**src/hw/rtl/cpdp_pkg.sv**
```systemverilog
// Shared types, widths and codes of the point cloud depth projection unit.
package cpdp_pkg;

  localparam int MAX_IMAGE_DEF = 128;
  localparam int MIN_IMAGE     = 16;

  localparam int CMD_W   = 2;
  localparam int POS_W   = 24;
  localparam int LEN_W   = 23;
  localparam int VIEW_W  = 2;
  localparam int ISZ_W   = 8;
  localparam int DEPTH_W = 17;
  localparam int PIX_W   = 7;

  localparam logic [DEPTH_W-1:0] DEPTH_ONE = 17'h10000;

  localparam int SCALE_W     = 32;
  localparam int OPD_W       = POS_W + 3;
  localparam int PROD_W      = OPD_W + SCALE_W + 1;
  localparam int FRAC_SHIFT  = 24;
  localparam int ROUND_SHIFT = 25;
  localparam int DEPTH_SHIFT = 17;
  localparam int RECIP_SHIFT = 32;

  localparam int DIV_NUM_W = 34;
  localparam int DIV_DEN_W = LEN_W + 1;

  // floor(x/10) as (x*205)>>11, exact well beyond any image size
  localparam int PAD_MUL   = 205;
  localparam int PAD_SHIFT = 11;

  localparam int PADDR_W = 5;
  localparam int PDATA_W = 32;

  localparam logic [LEN_W-1:0] BOX_LEN_RST = 23'd4096;
  localparam logic [ISZ_W-1:0] IMAGE_RST   = 8'd128;

  typedef enum logic [CMD_W-1:0] {
    CMD_CLEAR,
    CMD_POINT,
    CMD_JOINT,
    CMD_READ
  } cmd_t;

  typedef enum logic [VIEW_W-1:0] {
    VIEW_XY,
    VIEW_YZ,
    VIEW_ZX
  } view_t;

  typedef enum logic [2:0] {
    REG_VIEW,
    REG_LEN_X,
    REG_LEN_Y,
    REG_LEN_Z,
    REG_SIZE
  } reg_idx_t;

  typedef enum logic [3:0] {
    ST_INIT,
    ST_IDLE,
    ST_DIV_START,
    ST_DIV_WAIT,
    ST_SWEEP,
    ST_MUL_U,
    ST_MUL_V,
    ST_MUL_D,
    ST_MEM_RD,
    ST_FINISH
  } state_t;

  typedef enum logic [1:0] {
    DIV_RATIO,
    DIV_SCALE,
    DIV_RECIP
  } div_sel_t;

  typedef enum logic [1:0] {
    MUL_U,
    MUL_V,
    MUL_D
  } mul_sel_t;

  typedef struct packed {
    logic [VIEW_W-1:0] view_select;
    logic [LEN_W-1:0]  box_len_x;
    logic [LEN_W-1:0]  box_len_y;
    logic [LEN_W-1:0]  box_len_z;
    logic [ISZ_W-1:0]  image_size;
  } cfg_t;

  typedef struct packed {
    logic     capture;
    mul_sel_t mul_sel;
    logic     prod_en;
    logic     lat_u;
    logic     lat_v;
    logic     lat_d;
    logic     mem_rd;
    logic     div_start;
    logic     div_latch;
    div_sel_t div_sel;
    logic     sweep_en;
    logic     out_load;
  } ctrl_cmd_t;

  typedef struct packed {
    logic div_done;
    logic sweep_last;
    logic out_free;
  } dp_status_t;

endpackage

```
**src/hw/rtl/cpdp_ctrl.sv**
```systemverilog
// Sequencing state machine of the depth projection unit.
module cpdp_ctrl (
  input  logic                   clk,
  input  logic                   rst_n,
  input  logic                   in_valid,
  input  cpdp_pkg::cmd_t         in_cmd,
  output logic                   in_ready,
  input  cpdp_pkg::dp_status_t   status,
  output cpdp_pkg::ctrl_cmd_t    cmd
);
  import cpdp_pkg::*;

  state_t   state_r, state_nxt;
  div_sel_t div_sel_r, div_sel_nxt;

  always_ff @(posedge clk) begin
    if (!rst_n) begin
      state_r   <= ST_INIT;
      div_sel_r <= DIV_RATIO;
    end else begin
      state_r   <= state_nxt;
      div_sel_r <= div_sel_nxt;
    end
  end

  always_comb begin
    state_nxt   = state_r;
    div_sel_nxt = div_sel_r;
    in_ready    = 1'b0;
    cmd         = '0;
    cmd.div_sel = div_sel_r;
    cmd.mul_sel = MUL_U;
    case (state_r)
      ST_INIT: begin
        cmd.sweep_en = 1'b1;
        if (status.sweep_last) begin
          state_nxt = ST_IDLE;
        end
      end
      ST_IDLE: begin
        in_ready = 1'b1;
        if (in_valid) begin
          cmd.capture = 1'b1;
          case (in_cmd)
            CMD_CLEAR: begin
              div_sel_nxt = DIV_RATIO;
              state_nxt   = ST_DIV_START;
            end
            CMD_POINT, CMD_JOINT: state_nxt = ST_MUL_U;
            CMD_READ:             state_nxt = ST_MEM_RD;
            default:              state_nxt = ST_IDLE;
          endcase
        end
      end
      ST_DIV_START: begin
        cmd.div_start = 1'b1;
        state_nxt     = ST_DIV_WAIT;
      end
      ST_DIV_WAIT: begin
        if (status.div_done) begin
          cmd.div_latch = 1'b1;
          if (div_sel_r == DIV_RECIP) begin
            state_nxt = ST_SWEEP;
          end else begin
            div_sel_nxt = (div_sel_r == DIV_RATIO) ? DIV_SCALE : DIV_RECIP;
            state_nxt   = ST_DIV_START;
          end
        end
      end
      ST_SWEEP: begin
        cmd.sweep_en = 1'b1;
        if (status.sweep_last) begin
          state_nxt = ST_FINISH;
        end
      end
      ST_MUL_U: begin
        cmd.mul_sel = MUL_U;
        cmd.prod_en = 1'b1;
        state_nxt   = ST_MUL_V;
      end
      ST_MUL_V: begin
        cmd.mul_sel = MUL_V;
        cmd.prod_en = 1'b1;
        cmd.lat_u   = 1'b1;
        state_nxt   = ST_MUL_D;
      end
      ST_MUL_D: begin
        cmd.mul_sel = MUL_D;
        cmd.prod_en = 1'b1;
        cmd.lat_v   = 1'b1;
        state_nxt   = ST_MEM_RD;
      end
      ST_MEM_RD: begin
        cmd.lat_d  = 1'b1;
        cmd.mem_rd = 1'b1;
        state_nxt  = ST_FINISH;
      end
      ST_FINISH: begin
        if (status.out_free) begin
          cmd.out_load = 1'b1;
          state_nxt    = ST_IDLE;
        end
      end
      default: state_nxt = ST_IDLE;
    endcase
  end
endmodule

```
**config.mk**
```make
export PLATFORM = sky130hd
export DESIGN_NAME = cpdp_ctrl
export DESIGN_NICKNAME = d
export VERILOG_FILES = /design/src/hw/rtl/cpdp_pkg.sv /design/src/hw/rtl/cpdp_ctrl.sv
export SDC_FILE = /design/constraint.sdc
export NUM_CORES = 1
export LEC_CHECK = 0
export ABC_AREA = 1
export BUFFER_PORTS_ARGS = -buffer_cell sky130_fd_sc_hd__buf_2
export CORE_UTILIZATION = 40
export DETAILED_ROUTE_END_ITERATION = 16
export PLACE_DENSITY = 0.78
export SKIP_LAST_GASP = 1
export SYNTH_ARGS = -nofsm -noshare
export SYNTH_HDL_FRONTEND = slang
export SYNTH_SLANG_ARGS = --single-unit
```
**constraint.sdc**
```tcl
create_clock -name clk -period 2.2 [get_ports clk]
set_input_delay 0.33 -clock clk [delete_from_list [all_inputs] [get_ports clk]]
set_output_delay 0.33 -clock clk [all_outputs]
set_load 0.005 [all_outputs]
```
## Word level (Yosys, flattened, before mapping)

Cells that the tools add are included.

| word-level totals | value |
|---|---|
| register bits | 6 |
| input bits | 8 |
| word-level logic and storage cells | 57 |

| operators by class | value |
|---|---|
| equal/unequal tests | 20 |
| mux-type cells | 27 |
| reduce and logical (&&, ||, !) cells | 8 |

Operators by type and width:

| cell | number |
|---|---|
| 4-bit case mux with 10 select lines | 1 |
| 4-bit two-way mux | 5 |
| 4-bit by 3-bit equality test with 1-bit output, second input constant | 4 |
| 2-bit two-way mux | 6 |
| 2-bit inequality test, second input constant | 6 |
| 4-bit case mux with 3 select lines | 1 |
| 1-bit two-way mux | 11 |
| 5-bit AND reduction | 2 |
| 3-bit case mux with 3 select lines | 1 |
| 4-bit by 2-bit equality test with 1-bit output, second input constant | 2 |
| 4-bit equality test, second input constant | 2 |
| 2-bit equality test, second input constant | 3 |
| 4-bit by 1-bit equality test with 1-bit output, second input constant | 1 |
| 2-bit zero test | 2 |
| 4-bit zero test | 1 |
| 2-bit case mux with 2 select lines | 1 |
| 2-bit OR reduction | 2 |
| 3-bit two-way mux | 1 |
| 2-bit by 1-bit equality test with 1-bit output, second input constant | 1 |
| 2-bit by 1-bit inequality test with 1-bit output, second input constant | 1 |
| 2-bit nonzero test | 1 |

## Logic depth before layout (Yosys ltp)

| depth | value |
|---|---|
| word-level depth | 5 |
| mapped depth | 8 |
| mapped depth without buffers | 8 |

## Worst setup path before layout

No wires, ideal clock.

| timing | value |
|---|---|
| path kind | register to output |
| start | reg state_r[3] |
| end | out cmd[11] (netlist name) |
| arrival time | 0.901 ns |
| data required time | 1.870 ns |
| path slack | 0.969 ns |
| cell stages (with the launch flop) | 5 |
| path through | dfxtp_1 -> inv_1 -> nand2_1 -> nor3_1 -> buf_4 |

RTL lines:

| what | RTL line | RTL |
|---|---|---|
| start, declared | cpdp_ctrl.sv:13 | `state_t state_r, state_nxt;` |
| start signal, assigned | cpdp_ctrl.sv:21 | `state_r <= state_nxt;` |
| end, declared | cpdp_ctrl.sv:9 | `output cpdp_pkg::ctrl_cmd_t cmd` |

==> impl_summary.log <==
INFO  metric die_x = roughly 39 um
INFO  metric multiInputGateArea = 324 um^2
INFO  metric worst_setup_path_start_kind = flop
INFO  metric final_net_count = approximately 130
INFO  metric final_common_cell = sky130_fd_sc_hd__nand2_1
INFO  metric worst_path_arrival_time = roughly 1.2 ns
INFO  metric mappedNetlistArea = between 500 and 600 um^2
INFO  metric routed_wl = 1280 um
INFO  metric post_cts_buffers = 0
INFO  metric core_region_area = around 1200 um^2
INFO  metric powerDensity = roughly 520 nW/um^2
INFO  metric sequential_cell_area = between 100 and 150 um^2
INFO  metric synth_area_leaders = sky130_fd_sc_hd__dfxtp_1 22%, sky130_fd_sc_hd__nand2_1 17%, sky130_fd_sc_hd__inv_1 13%
INFO  metric crit_required = about 1.9 ns
INFO  metric dp_hpwl = ~1000 um
INFO  metric cellLeakagePower = 0.000422 uW
INFO  metric path_class = reg -> out
INFO  metric clkSinkCount = 6
INFO  metric floorplan.rows = 12
INFO  metric critical_path.most_common_cell = sky130_fd_sc_hd__nand2_1
INFO  metric floorplan.initialDensity = 0.459
INFO  metric dieArea = roughly 1500 um^2
INFO  metric num_io_pins = 23
INFO  metric die_height = roughly 39 um
INFO  metric clk_path_buf_depth = 2
INFO  metric summed_negative_setup_slack_over_all_endpoints = 0 ns
INFO  metric post_cts.resized_instances = 0
INFO  metric worst_path_dominant_cell_family = flip-flops
INFO  metric setup.worst_path.end_class = output pin
INFO  metric synth.yosys.warnings = 0
INFO  metric syn-mean-instance-area = between 5 and 6 um^2
INFO  metric drc = 0
INFO  metric gate_count_of_the_mapped_netlist = 94
INFO  metric finalSetupViolations = 0
INFO  metric rsz0062_at_grt = false
INFO  metric netlist.top_cell.by_area = sky130_fd_sc_hd__dfxtp_1
INFO  metric run_status = completed
INFO  metric critical_path.max_stage_delay = 0.43 ns
INFO  metric grt.overflow.total = 0
INFO  metric crit_buf_inv = 2
INFO  metric hold_viol = 0
INFO  metric worst_pin_slew = ~0.25 ns
INFO  metric final_max_slew_viol_count = 0
INFO  metric holdCritPathClass = in -> reg
INFO  metric placement.setup.worst_slack = approximately 0.94 ns
INFO  metric wl_per_cell = between 9 and 10 um
INFO  metric drt-pass1-iter-count = 4
INFO  metric maxCapViolations = 0
INFO  metric clockRootBuffer = sky130_fd_sc_hd__clkbuf_4
INFO  metric crit_path_top_delay_cell = sky130_fd_sc_hd__dfxtp_1
INFO  metric grt_util_all_layers = 0.206
INFO  metric final_cell_mix = 24 x sky130_fd_sc_hd__nand2_1, 22 x sky130_fd_sc_hd__buf_2, 18 x sky130_fd_sc_hd__inv_1
INFO  metric synthesis_stage_register_bit_count = 6
INFO  metric grt_max_degree = 10
INFO  metric layout_setup_ws = about 0.67 ns
INFO  metric gp_congestion = a little over 0.9
INFO  metric number_of_nets_with_antenna_violations_after_routing = 0
INFO  metric synth_largest_type_area_fraction = 0.223
INFO  metric crit_path_cell_trace = nand2_1, inv_2, nand2_1, nor2_1, buf_2
INFO  metric worst_clock_skew = approximately 0.006 ns
INFO  metric global_route_wire_length_before_repair = between 2000 and 2500 um
INFO  metric n_antenna_cell = 0
INFO  metric timing.final.crit_period = ~1.5 ns
INFO  metric area.growth.synth_to_final = 25.1%
INFO  metric final_min_period_over_clock_period = 0.697
INFO  metric worst_slew_margin_rel = 0.833
INFO  metric holdBufCountCts = 0
INFO  metric cts_inserted_buffers = 3
INFO  metric synth-seq-area-share = 0.223
INFO  metric viasPerCell = roughly 4.7
INFO  metric synth_cell_types = 18
INFO  metric net_count_after_synthesis = 104
INFO  metric grt_pass1_vias = 522
INFO  metric htreeDepth = 1
INFO  metric routed_via_count = 622
INFO  metric port_buf_inserts = 22
INFO  metric grt_antenna_before_repair = 0
INFO  metric placed_area = 651 um^2
INFO  metric cell_area_after_layout = about 670 um^2
INFO  metric fmax = approximately 0.65 GHz
INFO  metric clkLatencyLatePin = approximately 0.26 ns
INFO  metric cts.reportedPaths.clkPinSlew = ~0.050 ns
INFO  metric post_route_cells_drive_above_1_share = 0.299
INFO  metric crit_path_max_fanout = 6
INFO  metric max-vdd-ir-drop = between 0.0002 and 0.0003 V
INFO  metric num-fill-cells = 128
INFO  metric drt_iter0_drc = 10
INFO  metric cts_tree = built
## cells by family after synthesis
logic type               Yosys count  share of synthesized area
adder cells (fa/ha/maj)            2                     0.0465
flip-flops                         6                      0.223
buffers and inverters             23                      0.174
AO/OA/AOI/OAI                      7                     0.0791
AND/OR/NAND/NOR                   56                      0.477
## worst reg2reg max path: stages, from the launching register on
cell                       delay, ns
sky130_fd_sc_hd__dfxtp_1        0.37
sky130_fd_sc_hd__nor2_4         0.24
sky130_fd_sc_hd__o211ai_1       0.13
sky130_fd_sc_hd__nor2_1         0.23
sky130_fd_sc_hd__nand2_1        0.08
sky130_fd_sc_hd__nand2_1        0.06
sky130_fd_sc_hd__nor2_1         0.04
## final cells by class
class                   instances  share of cell area
inverters                      21               0.117
clock buffers                   3              0.0335
multi-input cells              65               0.481
repair buffers                 22               0.164
flip-flops and latches          6               0.178
well taps                      14              0.0260
## metal layers
metal	up-vias	wire, um	track usage	share of wire
met5	-	0	0	0
met4	0	36	0.129	0.028
met3	5	48	0.0173	0.037
met2	20	559	0.329	0.44
met1	262	640	0.261	0.50
li1	335	-	-	-
## metrics by stage
| stage | hold WS, ns | power (uW) | util | std cells |
|---|---|---|---|---|
| final | 0.320 | 351 | 0.575 | 131 |
| after global routing | 0.328 | 373 | 0.575 | 131 |
| after CTS | 0.318 | 352 | 0.575 | 131 |
| after detailed placement | 0.495 | 242 | 0.556 | 128 |
| after global placement | 0.492 | 241 | 0.556 | 128 |
| after floorplan | 0.454 | 209 | - | 94 |
## worst paths after layout
path	startpoint	to	slack, ns	cells after the start
worst max-delay path	state_r[1]$_SDFFE_PN0P_	cmd[4]	0.67	5
worst min-delay path	rst_n	state_r[0]$_SDFFE_PN0P_	0.32	3
worst max register to register	state_r[3]$_SDFFE_PN0P_	div_sel_r[1]$_SDFFE_PN0P_	0.94	6
worst min register to register	div_sel_r[1]$_SDFFE_PN0P_	div_sel_r[1]$_SDFFE_PN0P_	0.51	2
## synthesized netlist by cell type
cell type,count
sky130_fd_sc_hd__a21oi_2,1
sky130_fd_sc_hd__nor2_1,12
sky130_fd_sc_hd__o21ai_0,1
sky130_fd_sc_hd__nand2_1,24
sky130_fd_sc_hd__nor3_1,3
sky130_fd_sc_hd__nand3_2,1
sky130_fd_sc_hd__dfxtp_1,6
sky130_fd_sc_hd__ha_1,2
sky130_fd_sc_hd__inv_1,18
sky130_fd_sc_hd__nand3_1,11
sky130_fd_sc_hd__buf_4,2
sky130_fd_sc_hd__nor2_4,2
sky130_fd_sc_hd__o211ai_1,1
sky130_fd_sc_hd__inv_2,3
sky130_fd_sc_hd__nand2_2,1
sky130_fd_sc_hd__nor2_2,2
sky130_fd_sc_hd__a31oi_1,1
sky130_fd_sc_hd__a21oi_1,3
## flip-flops by register name, summed over array words and instances, names as in the netlist
register and count:
state_r 4, div_sel_r 2
## power by group
group	total (uW)	internal [uW]	switching [uW]	leakage [uW]
sequential	126	116	10.3	0.0000488
clock	110	62.2	47.6	0.0000138
combinational	115	43.0	72.2	0.000359
total	351	221	130	0.000422
Power figures use the tool's default switching activity.
